[src/rtl/bsmm_fifo.sv]
module bsmm_fifo #(
  parameter int WIDTH = 8,
  parameter int DEPTH = 2
) (
  input  logic             clk,
  input  logic             rst_n,
  input  logic             push,
  input  logic [WIDTH-1:0] push_data,
  output logic             full,
  input  logic             pop,
  output logic [WIDTH-1:0] pop_data,
  output logic             empty
);

  localparam int PW = (DEPTH > 1) ? $clog2(DEPTH) : 1;
  localparam int CW = $clog2(DEPTH + 1);

  logic [WIDTH-1:0] store_r [DEPTH];
  logic [PW-1:0]    wptr_r, wptr_nxt;
  logic [PW-1:0]    rptr_r, rptr_nxt;
  logic [CW-1:0]    count_r, count_nxt;
  logic             do_push;
  logic             do_pop;

  assign full     = (count_r == CW'(DEPTH));
  assign empty    = (count_r == '0);
  assign pop_data = store_r[rptr_r];
  assign do_push  = push && !full;
  assign do_pop   = pop && !empty;

  always_comb begin
    wptr_nxt  = wptr_r;
    rptr_nxt  = rptr_r;
    count_nxt = count_r;
    if (do_push) begin
      wptr_nxt = (wptr_r == PW'(DEPTH - 1)) ? '0 : wptr_r + 1'b1;
    end
    if (do_pop) begin
      rptr_nxt = (rptr_r == PW'(DEPTH - 1)) ? '0 : rptr_r + 1'b1;
    end
    if (do_push && !do_pop) begin
      count_nxt = count_r + 1'b1;
    end else if (do_pop && !do_push) begin
      count_nxt = count_r - 1'b1;
    end
  end

  always_ff @(posedge clk) begin
    if (!rst_n) begin
      wptr_r  <= '0;
      rptr_r  <= '0;
      count_r <= '0;
    end else begin
      wptr_r  <= wptr_nxt;
      rptr_r  <= rptr_nxt;
      count_r <= count_nxt;
    end
  end

  always_ff @(posedge clk) begin
    if (do_push) begin
      store_r[wptr_r] <= push_data;
    end
  end

endmodule

[config.mk]
export PLATFORM = sky130hd
export DESIGN_NAME = bsmm_fifo
export DESIGN_NICKNAME = d
export VERILOG_FILES = /design/src/rtl/bsmm_fifo.sv
export SDC_FILE = /design/constraint.sdc
export NUM_CORES = 1
export LEC_CHECK = 0
export BUFFER_PORTS_ARGS = -buffer_cell sky130_fd_sc_hd__buf_2
export CORE_AREA = 2 2 55 57
export DETAILED_ROUTE_END_ITERATION = 7
export DIE_AREA = 0 0 57 59
export PLACE_DENSITY = 0.49
export SYNTH_ARGS = -nofsm -noshare
export SYNTH_HDL_FRONTEND = slang
export SYNTH_SLANG_ARGS = --single-unit
export TNS_END_PERCENT = 1
[constraint.sdc]
create_clock -name clk -period 3.4 [get_ports clk]
set_clock_uncertainty 0.1 [all_clocks]
set_input_delay 0.17 -clock clk [delete_from_list [all_inputs] [get_ports clk]]
set_output_delay 0.17 -clock clk [all_outputs]
set_load 0.005 [all_outputs]
Yosys cells after proc, flatten, opt, wreduce, memory -nomap -nowiden
Memory sizes are Yosys's and may differ from the RTL's. A register that Yosys moved wholly into a read port is not among the register bits.
Cells that the tools add are included.
Widths: inputs -> output; s select.
{"block": "totals", "reg_bits": 4, "latchBits": 0, "ram_bits": 16, "romBits": 0, "input_bits": 12, "output_inout_bits": 10, "wordCells": 27, "n_memories": 1}
{"block": "op_classes", "addsub": 4, "multipliers": 0, "n_div": 0, "order_cmp": 0, "n_eq_ne": 1, "n_shift": 0, "mux": 8, "bitwise_logic": 0, "reduce_logical": 10}
{"memory": "store_r", "words": 2, "word_bits": 8, "read_ports": 1, "rd_clocked_by_memory_dff": 1, "write_ports": 1, "line": "18", "source": "logic [WIDTH-1:0] store_r [DEPTH];"}
{"op": "$mux 1", "n": 6}
{"op": "$logic_and 1x1->1", "n": 4}
{"op": "$logic_not 1->1", "n": 4}
{"op": "$mux 2", "n": 2}
{"op": "$add 1x1->1 const B", "n": 2}
{"op": "$add 2x1->2 const B", "n": 1}
{"op": "$eq 2x2->1 const B", "n": 1}
{"op": "$logic_not 2->1", "n": 1}
{"op": "$reduce_bool 2->1", "n": 1}
{"op": "$sub 2x1->2 const B", "n": 1}

Depth between registers and ports, before layout
{"block": "depth", "word_depth": 7, "ltp_mapped": 7, "ltp_nobuf": 7}

Worst setup path after synthesis
OpenSTA, ideal clock, no wires.
{"block": "synth_path", "path_kind": "reg2reg", "startpoint": "register count_r[0]", "endpoint": "register count_r[1]", "setup_time_ns": 0.070, "arrival_ns": 1.384, "t_required_ns": 3.230, "setup_slack_ns": 1.846, "stages_incl_launch_ff": 7, "path_cell_list": "dfxtp_1 > nand2b_1 > inv_2 > nor2_1 > ha_1 > or3_1 > a21boi_1"}
{"block": "synth_via", "elab_chain_len": 6, "word_cells_on_any_way": 15}
{"element": "from (decl)", "line": "21", "source": "logic [CW-1:0] count_r, count_nxt;"}
{"element": "from (signal assigned)", "line": "56", "source": "count_r <= count_nxt;"}
{"element": "$eq 2x2->1 *", "line": "25", "source": "assign full = (count_r == CW'(DEPTH));"}
{"element": "named net full", "line": "9", "source": "output logic full,"}
{"element": "$logic_not 1->1 *", "line": "28", "source": "assign do_push = push && !full;"}
{"element": "$logic_and 1x1->1 *", "line": "28"}
{"element": "$logic_not 1->1", "line": "43", "source": "end else if (do_pop && !do_push) begin"}
{"element": "$logic_and 1x1->1", "line": "43"}
{"element": "$reduce_bool 2->1 (no source line)"}
The timed path passes the listed nets; every way through them passes the cells marked *. The select of a mux whose other input is x is not followed.
A chain may end at the register's enable or synchronous reset.

Worst setup path in the final report
{"block": "layout_path", "startpoint": "register count_r[0]", "endpoint": "register count_r[1]"}
{"block": "layout_via", "elab_chain_len": 6, "word_cells_on_any_way": 15}
{"element": "$eq 2x2->1 or $logic_not 2->1 (tied branches)", "line": "25, 26"}
{"element": "$logic_not 1->1 (on tied branches)", "line": "28, 29"}
{"element": "$logic_and 1x1->1 (on tied branches)", "line": "28, 29"}
{"element": "$logic_not 1->1 (on tied branches)", "line": "43, 41"}
{"element": "$logic_and 1x1->1 (on tied branches)", "line": "43, 41"}
{"element": "$reduce_bool 2->1 (no source line) or $mux 2 (tied branches)"}
Several ways; a longest one is shown, not always the timed one. The select of a mux whose other input is x is not followed.

==> run summary <==
number of core rows -> 19
Worst Slack Setup Final -> 1.74 ns
Area after DPL -> 948 sq um
commonest cells after routing, fill and taps aside -> buf_2 (21), edfxtp_1 (16), mux2_2 (8), dlygate4sd3_1 (8), dfxtp_1 (5)
commonest non-fill, non-tap cell in the layout -> buf_2
post-layout instance area -> 1050 sq um
WS Path Type -> flip-flop to flip-flop
synth unique cells -> 20
hold_sp -> rst_n
Fmax -> 602 MHz
clk slew on worst S/H paths -> 0.11 ns
num ports -> 22
routed via count -> 476
DRC -> 0
#FFs+latches synth -> 21
number of fill cells -> 281
count of final setup violators -> 0
RSZ-0062 raised after global routing -> false
Net Count, Synth -> 63
Worst EP required -> 3.53 ns
mean post-synth cell area -> 16.2 sq um
ANT cells -> 0
layout cells sized above 1 -> 41.5%
ratio of final minimum period to clock period -> 48.9%
All-Layer GR Usage -> 8.30%
vias in the first global route -> 490
final HPWL from detailed placement -> 906 um
status -> finished clean
Port Buf Inserts -> 21
startpoint type of the worst setup path -> flip-flop
VDD IR-drop max -> 0.000316 V
Synth top area share -> 59.4%
FF-to-FF End -> count_r[1]
Root Buffer -> clkbuf_4
worst r2r path cells -> 6
gr ovfl total -> 0
Area contributors post-synth -> edfxtp_1 (59%), dfxtp_1 (12%), mux2_2 (11%)
die area -> 3360 sq um
CORE AREA -> 2710 sq um
Initial DRC Count -> 4
TNS Setup -> 0 ns
nets -> 96
worst slack at placement -> 1.76 ns
DRT Wirelength -> 1.28 mm
Worst Hold Depth -> 2
vias per inst -> 4.21
CP max FO -> 5
H-Tree Depth -> 1
R2R Path Start -> count_r[0]
worst-skew pair later-pin latency -> 0.29 ns
worst hold path endpoint -> wptr_r
Yosys top cell by area -> edfxtp_1
Worst Hold Slack -> 0.0378 ns
multi-input logic area -> 216 sq um
mapped cell area -> 810 sq um
initial antenna violation count -> 0
TritonCTS clock tree -> done
largest net degree at the start of global routing -> 12
wire per inst -> 11.3 um
synthesized instance count -> 50
CP endpoint kind -> flip-flop
P&R area growth vs syn -> 30.3%
R2R Setup Slk -> 1.74 ns
PwrDens -> 639 nW/um^2
Ys Warns -> 0
Worst EP arrival -> 1.79 ns
TritonCTS sink count -> 21
Die H -> 59 um
register area share after synthesis -> 71.7%
Final Wtd Congestion -> 0.719
leakage power -> 0.412 nW
initial core utilization -> 29.9%
first-pass GRT wire length -> 2.10 mm
Slew @ Worst Pin -> 0.675 ns
Max Slew Vio Count -> 0
hold crit path type -> primary input to flip-flop
register area -> 581 sq um
post-route ant nets -> 0
Tot Pwr -> 0.674 mW
Num CTS Buffers -> 3
clk buf depth -> 2
detailed-router iteration count before antenna repair -> 3
maxcap violations -> 0
die width -> 57 um
Tmin final -> 1.66 ns
count of final hold-check violations -> 0
Max-slew headroom -> 54.8%
[layout make-up]
type	count	area share, %
Multi-Input combinational cell	26	20.5
Sequential cell	21	55.0
Inverter	2	0.712
Timing Repair Buffer	29	17.6
Tap cell	31	3.68
Clock buffer	4	2.49
[layer usage]
| metal | vias to the layer above | global-route usage [%] | wire, um |
|---|---|---|---|
| li1 | 248 | - | - |
| met1 | 212 | 10.5 | 595 |
| met2 | 14 | 12.5 | 568 |
| met3 | 2 | 3.28 | 104 |
| met4 | 0 | 3.99 | 8 |
| met5 | - | 0 | 0 |
[critical path, stage by stage (launching register included)]
cell and delay, ns:
dfxtp_1 0.42, nand2b_1 0.18, inv_2 0.06, nor2_1 0.09
ha_1 0.26, or3_1 0.35, a21boi_1 0.14
[state kept, by name, summed over array words and instances (netlist names), named ones only]
signal / cells
store_r: 16
count_r: 2
rptr_r: 1
wptr_r: 1
[stage by stage]
step | std cells | utilization [%]
2_1_floorplan | 50 | -
3_3_place_gp | 101 | 35.0
3_5_place_dp | 101 | 35.0
4_1_cts | 113 | 38.9
5_1_grt | 113 | 38.9
6_report | 113 | 38.9
[timing repair]
action | in CTS | in global routing
resized for setup | 0 | 0
setup buffers | 0 | 0
hold buffers | 8 | 0
hold endpoints to repair | 16 | 0
[cells in the mapped netlist (all sizes together)]
cell,number
or3,1
edfxtp,16
xnor2,2
and2,3
ha,1
o21a,1
buf,1
mux2,8
o21ai,2
and3,1
nand2b,1
nor3,1
nor2,2
dfxtp,5
xor2,1
a21boi,2
inv,2
[kinds of logic (layout without fill, tap and decap cells)]
logic type | Yosys count | count (layout) | synth area share [%]
DFF | 21 | 21 | 71.7
adders and majority gates | 1 | 1 | 1.55
xor gates and xnor gates | 3 | 3 | 3.25
and+or+nand+nor | 9 | 9 | 6.80
buffers and inverters | 3 | 35 | 1.54
AOI/OAI and AO/OA | 5 | 5 | 4.02
muxes | 8 | 8 | 11.1
[power by group]
| group | switching (mW) | leakage, nW | internal [mW] |
|---|---|---|---|
| Clock | 0.0667 | 0.0150 | 0.0455 |
| Sequential | 0.0344 | 0.191 | 0.328 |
| Combinational | 0.0842 | 0.207 | 0.116 |
| Total | 0.185 | 0.412 | 0.489 |
[worst max path at each step]
stage	startpoint	end
6_report	count_r[0]	count_r[1]
3_3_place_gp	count_r[0]	store_r[0][1]
5_1_grt	count_r[0]	store_r[0][3]
3_5_place_dp	count_r[0]	count_r[1]
4_1_cts	flip-flop	pop_data[2]
2_1_floorplan	count_r[0]	count_r[1]
No activity file was read; power rests on OpenSTA's default activity.
