===== src/rtl/bsmm_pkg.sv =====
package bsmm_pkg;

  localparam int REQ_W    = 2;
  localparam int IDX_W    = 5;
  localparam int VALUE_W  = 16;
  localparam int PROD_W   = 37;
  localparam int CFG_W    = 6;
  localparam int CFG_IDX_W = 1;

  localparam logic [REQ_W-1:0] REQ_WRITE_A = 2'd0;
  localparam logic [REQ_W-1:0] REQ_WRITE_B = 2'd1;
  localparam logic [REQ_W-1:0] REQ_READ    = 2'd2;

  localparam logic [CFG_IDX_W-1:0] REG_MATRIX_DIM  = 1'b0;
  localparam logic [CFG_IDX_W-1:0] REG_SLICE_COUNT = 1'b1;

  localparam logic [CFG_W-1:0] MATRIX_DIM_RESET  = 6'd32;
  localparam logic [CFG_W-1:0] SLICE_COUNT_RESET = 6'd1;

  localparam logic STATUS_OK    = 1'b0;
  localparam logic STATUS_RANGE = 1'b1;

  typedef enum logic [1:0] {
    CMD_WR_A,
    CMD_WR_B,
    CMD_RD,
    CMD_RD_BAD
  } cmd_kind_t;

  typedef enum logic [1:0] {
    BK_IDLE,
    BK_READ,
    BK_FLUSH
  } back_state_t;

  typedef struct packed {
    logic signed [PROD_W-1:0] product_value;
    logic                     status;
  } res_t;

endpackage


===== src/rtl/bsmm_front.sv =====
module bsmm_front #(
  parameter int MAX_DIM    = 32,
  parameter int MAX_SLICES = 32,
  parameter int ELEM_BITS  = 16,
  parameter int AW         = 15,
  parameter int DW         = 6
) (
  input  logic                             clk,
  input  logic                             rst_n,
  input  logic                             cfg_wr_en,
  input  logic [bsmm_pkg::CFG_IDX_W-1:0]   cfg_index,
  input  logic [bsmm_pkg::CFG_W-1:0]       cfg_data,
  input  logic                             in_push,
  output logic                             in_full,
  input  logic [bsmm_pkg::REQ_W-1:0]       in_req_type,
  input  logic [bsmm_pkg::IDX_W-1:0]       in_row_index,
  input  logic [bsmm_pkg::IDX_W-1:0]       in_col_index,
  input  logic [bsmm_pkg::IDX_W-1:0]       in_slice_index,
  input  logic signed [bsmm_pkg::VALUE_W-1:0] in_element_value,
  input  logic                             cmd_full,
  output logic                             cmd_push,
  output bsmm_pkg::cmd_kind_t              cmd_kind,
  output logic [AW-1:0]                    cmd_addr_a,
  output logic [AW-1:0]                    cmd_addr_b,
  output logic [DW-1:0]                    cmd_dim,
  output logic [ELEM_BITS-1:0]             cmd_data
);

  import bsmm_pkg::*;

  localparam int CMPW = CFG_W + 1;

  logic [CFG_W-1:0] matrix_dim_r, matrix_dim_nxt;
  logic [CFG_W-1:0] slice_count_r, slice_count_nxt;
  logic [CMPW-1:0]  dim_eff;
  logic [CMPW-1:0]  slices_eff;
  logic             in_range;
  logic             keep;

  always_comb begin
    matrix_dim_nxt  = matrix_dim_r;
    slice_count_nxt = slice_count_r;
    if (cfg_wr_en) begin
      case (cfg_index)
        REG_MATRIX_DIM:  matrix_dim_nxt  = cfg_data;
        REG_SLICE_COUNT: slice_count_nxt = cfg_data;
        default: ;
      endcase
    end
  end

  always_ff @(posedge clk) begin
    if (!rst_n) begin
      matrix_dim_r  <= MATRIX_DIM_RESET;
      slice_count_r <= SLICE_COUNT_RESET;
    end else begin
      matrix_dim_r  <= matrix_dim_nxt;
      slice_count_r <= slice_count_nxt;
    end
  end

  always_comb begin
    dim_eff = {1'b0, matrix_dim_r};
    if (dim_eff > CMPW'(MAX_DIM)) begin
      dim_eff = CMPW'(MAX_DIM);
    end
    slices_eff = {1'b0, slice_count_r};
    if (slices_eff > CMPW'(MAX_SLICES)) begin
      slices_eff = CMPW'(MAX_SLICES);
    end
  end

  assign in_range = (CMPW'(in_row_index) < dim_eff) && (CMPW'(in_col_index) < dim_eff) &&
                    (CMPW'(in_slice_index) < slices_eff);

  always_comb begin
    keep     = 1'b0;
    cmd_kind = CMD_RD_BAD;
    case (in_req_type)
      REQ_WRITE_A: begin
        keep     = in_range;
        cmd_kind = CMD_WR_A;
      end
      REQ_WRITE_B: begin
        keep     = in_range;
        cmd_kind = CMD_WR_B;
      end
      REQ_READ: begin
        keep     = 1'b1;
        cmd_kind = in_range ? CMD_RD : CMD_RD_BAD;
      end
      default: ;
    endcase
  end

  assign in_full  = cmd_full;
  assign cmd_push = in_push && !cmd_full && keep;

  assign cmd_addr_a = AW'((32'(in_slice_index) * MAX_DIM + 32'(in_row_index)) * MAX_DIM +
                          ((in_req_type == REQ_READ) ? 32'd0 : 32'(in_col_index)));
  assign cmd_addr_b = AW'(32'(in_slice_index) * MAX_DIM * MAX_DIM + 32'(in_col_index));
  assign cmd_dim    = DW'(dim_eff);
  assign cmd_data   = ELEM_BITS'($unsigned(in_element_value));

endmodule


===== config.mk =====
export PLATFORM = sky130hd
export DESIGN_NAME = bsmm_front
export DESIGN_NICKNAME = d
export VERILOG_FILES = /design/src/rtl/bsmm_pkg.sv /design/src/rtl/bsmm_front.sv
export SDC_FILE = /design/constraint.sdc
export NUM_CORES = 1
export LEC_CHECK = 0
export CAP_MARGIN = 20
export CORE_UTILIZATION = 30
export CTS_CLUSTER_DIAMETER = 100
export DETAILED_ROUTE_END_ITERATION = 6
export DONT_BUFFER_PORTS = 1
export PLACE_DENSITY = 0.45
export SYNTH_ARGS = -nofsm -noshare
export SYNTH_HDL_FRONTEND = slang
export SYNTH_SLANG_ARGS = --single-unit

===== constraint.sdc =====
create_clock -name clk -period 4.5 [get_ports clk]
set_input_delay 0.225 -clock clk [delete_from_list [all_inputs] [get_ports clk]]
set_output_delay 0.225 -clock clk [all_outputs]
set_load 0.005 [all_outputs]

Word-level counts from Yosys, hierarchy flattened
Cells that the tools add are included.

storage, ports and cells
  input port bits = 45
  flip-flop bits (word level) = 12
  output and inout port bits = 56
  word-level logic and storage cells = 28

cells by class
  magnitude comparators = 5
  bitwise logic cells = 1
  add/sub/neg operators = 3
  reductions and logical operators = 9
  eq/ne operators = 2
  mux-type cells = 6

operator list
  kind                                                 count
  adder 15 x 5 -> 15 bit                               2
  < comparator 5 x 7 -> 1 bit                          3
  > comparator 6 bit, second input constant            2
  two-way mux 6 bit                                    2
  adder 10 x 5 -> 10 bit                               1
  one-hot mux 2 bit (3 select lines)                   1
  two-way mux 5 bit                                    1
  logical AND 1 bit                                    4
  AND reduction 2 bit                                  2
  equality test 2 x 1 -> 1 bit, second input constant  1
  equality test 2 bit, second input constant           1
  zero test 2 bit                                      1
  one-hot mux 1 bit (2 select lines)                   1
  OR reduction 2 bit                                   1
  zero test 1 bit                                      1
  two-way mux 1 bit                                    1
  inverter 1 bit                                       1

Depth between registers and ports, before layout
  word-level depth = 7
  gate-level depth with buffers = 7
  mapped depth without buffers = 7

Least setup slack after synthesis
Ideal clock, no wire load.

  path kind = reg2out
  start point = register matrix_dim_r[5]
  end point = output cmd_push
  arrival = 1.495 ns
  setup slack = 2.780 ns
  stages on the path, launching flop included = 8
  data required time = 4.275 ns
  buffers on the path = 0
  path through = dfxtp_1 -> inv_1 -> nand2_1 -> ha_1 -> a211oi_1 -> o21ai_0 -> a41oi_1 -> a31o_1

between the ends
  longest elaborated chain between the ends = 7
  elaborated cells between the ends (all ways) = 8
  classes of those cells = order compare (3); mux (2); reduce/logical (3)

ends and longest elaborated chain
  element                                 RTL line          RTL
  start: declaration                      bsmm_front.sv:33  logic [CFG_W-1:0] matrix_dim_r, matrix_dim_nxt;
  start signal: assignment                bsmm_front.sv:57  matrix_dim_r <= matrix_dim_nxt;
  > comparator 6 bit                      bsmm_front.sv:64  if (dim_eff > CMPW'(MAX_DIM)) begin
  two-way mux 6 bit (*)                   bsmm_front.sv:64
  < comparator 5 x 7 -> 1 bit             bsmm_front.sv:73  assign in_range = (CMPW'(in_row_index) < dim_eff) && (CMPW'(in_col_index) < dim_eff) &&
  logical AND 1 bit (*) (2 in series)     bsmm_front.sv:73
  one-hot mux 1 bit (2 select lines) (*)  bsmm_front.sv:79  case (in_req_type)
  logical AND 1 bit (*)                   bsmm_front.sv:97  assign cmd_push = in_push && !cmd_full && keep;
  end: declaration                        bsmm_front.sv:21  output logic cmd_push,

Mark *: on every way between the ends. The rest lies on a longest branch, timed or not.

Worst setup path after layout
Same ends and word-level chain as after synthesis.

==> reports/qor.txt <==
TritonCTS Buffers: 3
crit path time final: 2.27 ns
Req. time, crit path: 4.28 ns
setup TNS: 0 ns
Synth Area in Compound Gates: 11.2%
cell count after synthesis: 151
synth top area cells: buf_4 27%, dfxtp_1 20%, ha_1 12%
WHS: 0.0578 ns
total gr overflow: 0
HPWL Detailed: 1850 um
Hold-fix buffers, CTS: 0
number of synthesized flops with an enable pin: 0
Crit Path Max Fanout: 7
element type at the critical path end: output pin
Root Driver: clkbuf_8
Via Count: 779
Final Skew: 0 ns
first-pass GRT wire length: 3260 um
Buf+Inv Stages, Crit Path: 1
fraction of the mapped netlist area in simple logic gates: 20.7%
Worst-path clk slew: 0.05 ns
Final setup viols: 0
arrival time at the worst endpoint: 2.04 ns
synthesized area: 1210 um2
max-cap viol count: 0
Power, Total: 247 uW
crit start category: flop
P_leak: 0.000433 uW
Placed Area: 943 um2
Max VDD drop: 0.0936 mV
slowest CP cell: dfxtp_1
post-synth top area share: 26.6%
post-synth top area cell: buf_4
number of DRC markers in iteration 0: 12
WS Path Type: reg -> out
nets: 169
number of port buffers: 0
critical path's top delay family: compound AO/OA/AOI/OAI gates
largest net degree at the start of global routing: 13
Synth Area per Inst: 8.03 um2
register area share after synthesis: 19.8%
clk sinks: 12
Post-CTS Setup Inserts: 0
Netlist cell types: 30
Remaining DRCs: 0
Synth Register Bits: 12
largest family of logic cells by synthesized area: buffers and inverters
fmax: 441 MHz
WL final: 2120 um
Resized cells post-CTS: 0
total track usage: 9.91%
Die ar.: 4300 um2
initial antenna violation count: 0
1st-pass router iterations: 4
Hold Path Class: in -> reg
site row count: 22
Top FF cell, synth: dfxtp_1
ratio of final minimum period to clock period: 50.4%
crit path cell chain: inv_1, nand2_1, ha_1, a211oi_1, o21ai_0, a41oi_1, a31o_1
Initial Util: 32.1%
Inserted Diodes: 0
# IOs: 101
CP peak stage delay: 0.47 ns
unrepaired setup endpoints after global routing: false
chip width: 65.6 um
area delta synth->final: -18.8%
Core Box Area: 3770 um2
XOR/XNOR Fraction of Synth Area: 0%
Ys Warns: 0
final hold viol count: 0
Die H: 65.6 um
Max Root-Sink Buffers: 2
post-synthesis adder-cell area fraction: 12.4%
Clock Latency Late Sink: 0.23 ns
vias per inst: 4.93
Power per Cell Area: 251 nW/um2
Pins Over Slew Limit: 0
ys async rst share: 0%
CTS tree: done
H-tree Lvls: 1
final instance area: 985 um2
status: complete, no violations
Final GP Congestion: 0.691
share of cells above drive strength 1: 5.45%
multiplexer area fraction after synthesis: 4.95%
DRT antenna net count: 0
WL/cell: 13.4 um
vias in the first global route: 722
==> where the power goes <==
group	total [uW]	switching (uW)	leakage [uW]	internal, uW
registers	116	4.00	0.0000983	112
clock network	91.3	32.9	0.0000216	58.4
logic	39.6	19.6	0.000313	20.0
==> worst reg2reg max path, stage by stage (launching register included) <==
cell     delay (ns)
dfxtp_1        0.47
mux2i_1        0.12
nand2_1        0.07
==> cell usage in the layout (no fill, tap or decap), types with 3 or more instances in the layout <==
cell type,Yosys,layout
and2_1,5,5
inv_1,7,7
nand2_1,14,14
mux2i_1,6,6
nand2b_1,5,5
ha_1,12,12
dfxtp_1,12,12
a21boi_0,5,5
conb_1,1,5
o21ai_0,5,5
nor2b_1,6,6
nor3b_1,3,3
nand3_1,7,7
clkbuf_8,0,3
==> per-layer routing <==
| metal | wire, um | track usage [%] |
|---|---|---|
| met2 | 948 | 15.5 |
| met1 | 920 | 12.0 |
| met3 | 237 | 4.17 |
| met4 | 10 | 3.53 |
| met5 | 0 | 0 |
==> logic make-up (layout without fill, tap and decap cells) <==
| logic type | count (synthesis) | after routing |
|---|---|---|
| muxes | 6 | 6 |
| other | 1 | 5 |
| AOI/OAI and AO/OA | 20 | 20 |
| buffers and inverters | 55 | 10 |
| DFF | 12 | 12 |
| and+or+nand+nor | 45 | 45 |
| adders and majority gates | 12 | 12 |
==> synth_stat cells (3+ instances only) <==
master and number:
buf_4 43, nand2_1 14, dfxtp_1 12, ha_1 12, inv_1 7, nand3_1 7
mux2i_1 6, nor2b_1 6, a21boi_0 5, and2_1 5, nand2b_1 5, o21ai_0 5
clkbuf_1 3, nor3b_1 3
==> sequential cells by signal, indices dropped and copies added, names as in the netlist <==
register       cells
matrix_dim_r       6
slice_count_r      6
==> stage by stage <==
step | instances | utilization (%) | worst slack [ns]
final | 158 | 26.1 | 2.23
after global routing | 158 | 26.1 | 2.00
after CTS | 158 | 26.1 | 2.18
after detailed placement | 155 | 25.0 | 2.44
after global placement | 155 | 25.0 | 2.50
after floorplan | 155 | - | 2.78
==> worst paths after layout <==
kind	start	endpoint	slack [ns]	cells after the start
max	matrix_dim_r[5]$_SDFFE_PN1P_	cmd_push	2.23	7
min	rst_n	matrix_dim_r[5]$_SDFFE_PN1P_	0.06	1
max reg2reg	matrix_dim_r[5]$_SDFFE_PN1P_	matrix_dim_r[5]$_SDFFE_PN1P_	3.78	2
min reg2reg	slice_count_r[0]$_SDFFE_PN1P_	slice_count_r[0]$_SDFFE_PN1P_	0.46	2
==> cell type report <==
cell class / count / area, um2
sequential: 12 / 240
multi-input combinational: 88 / 617
tap: 48 / 60.1
clock buffer: 3 / 41.3
fill: 414 / 2790
inverter: 7 / 26.3
Note: power is estimated with default switching activity, not from simulation.
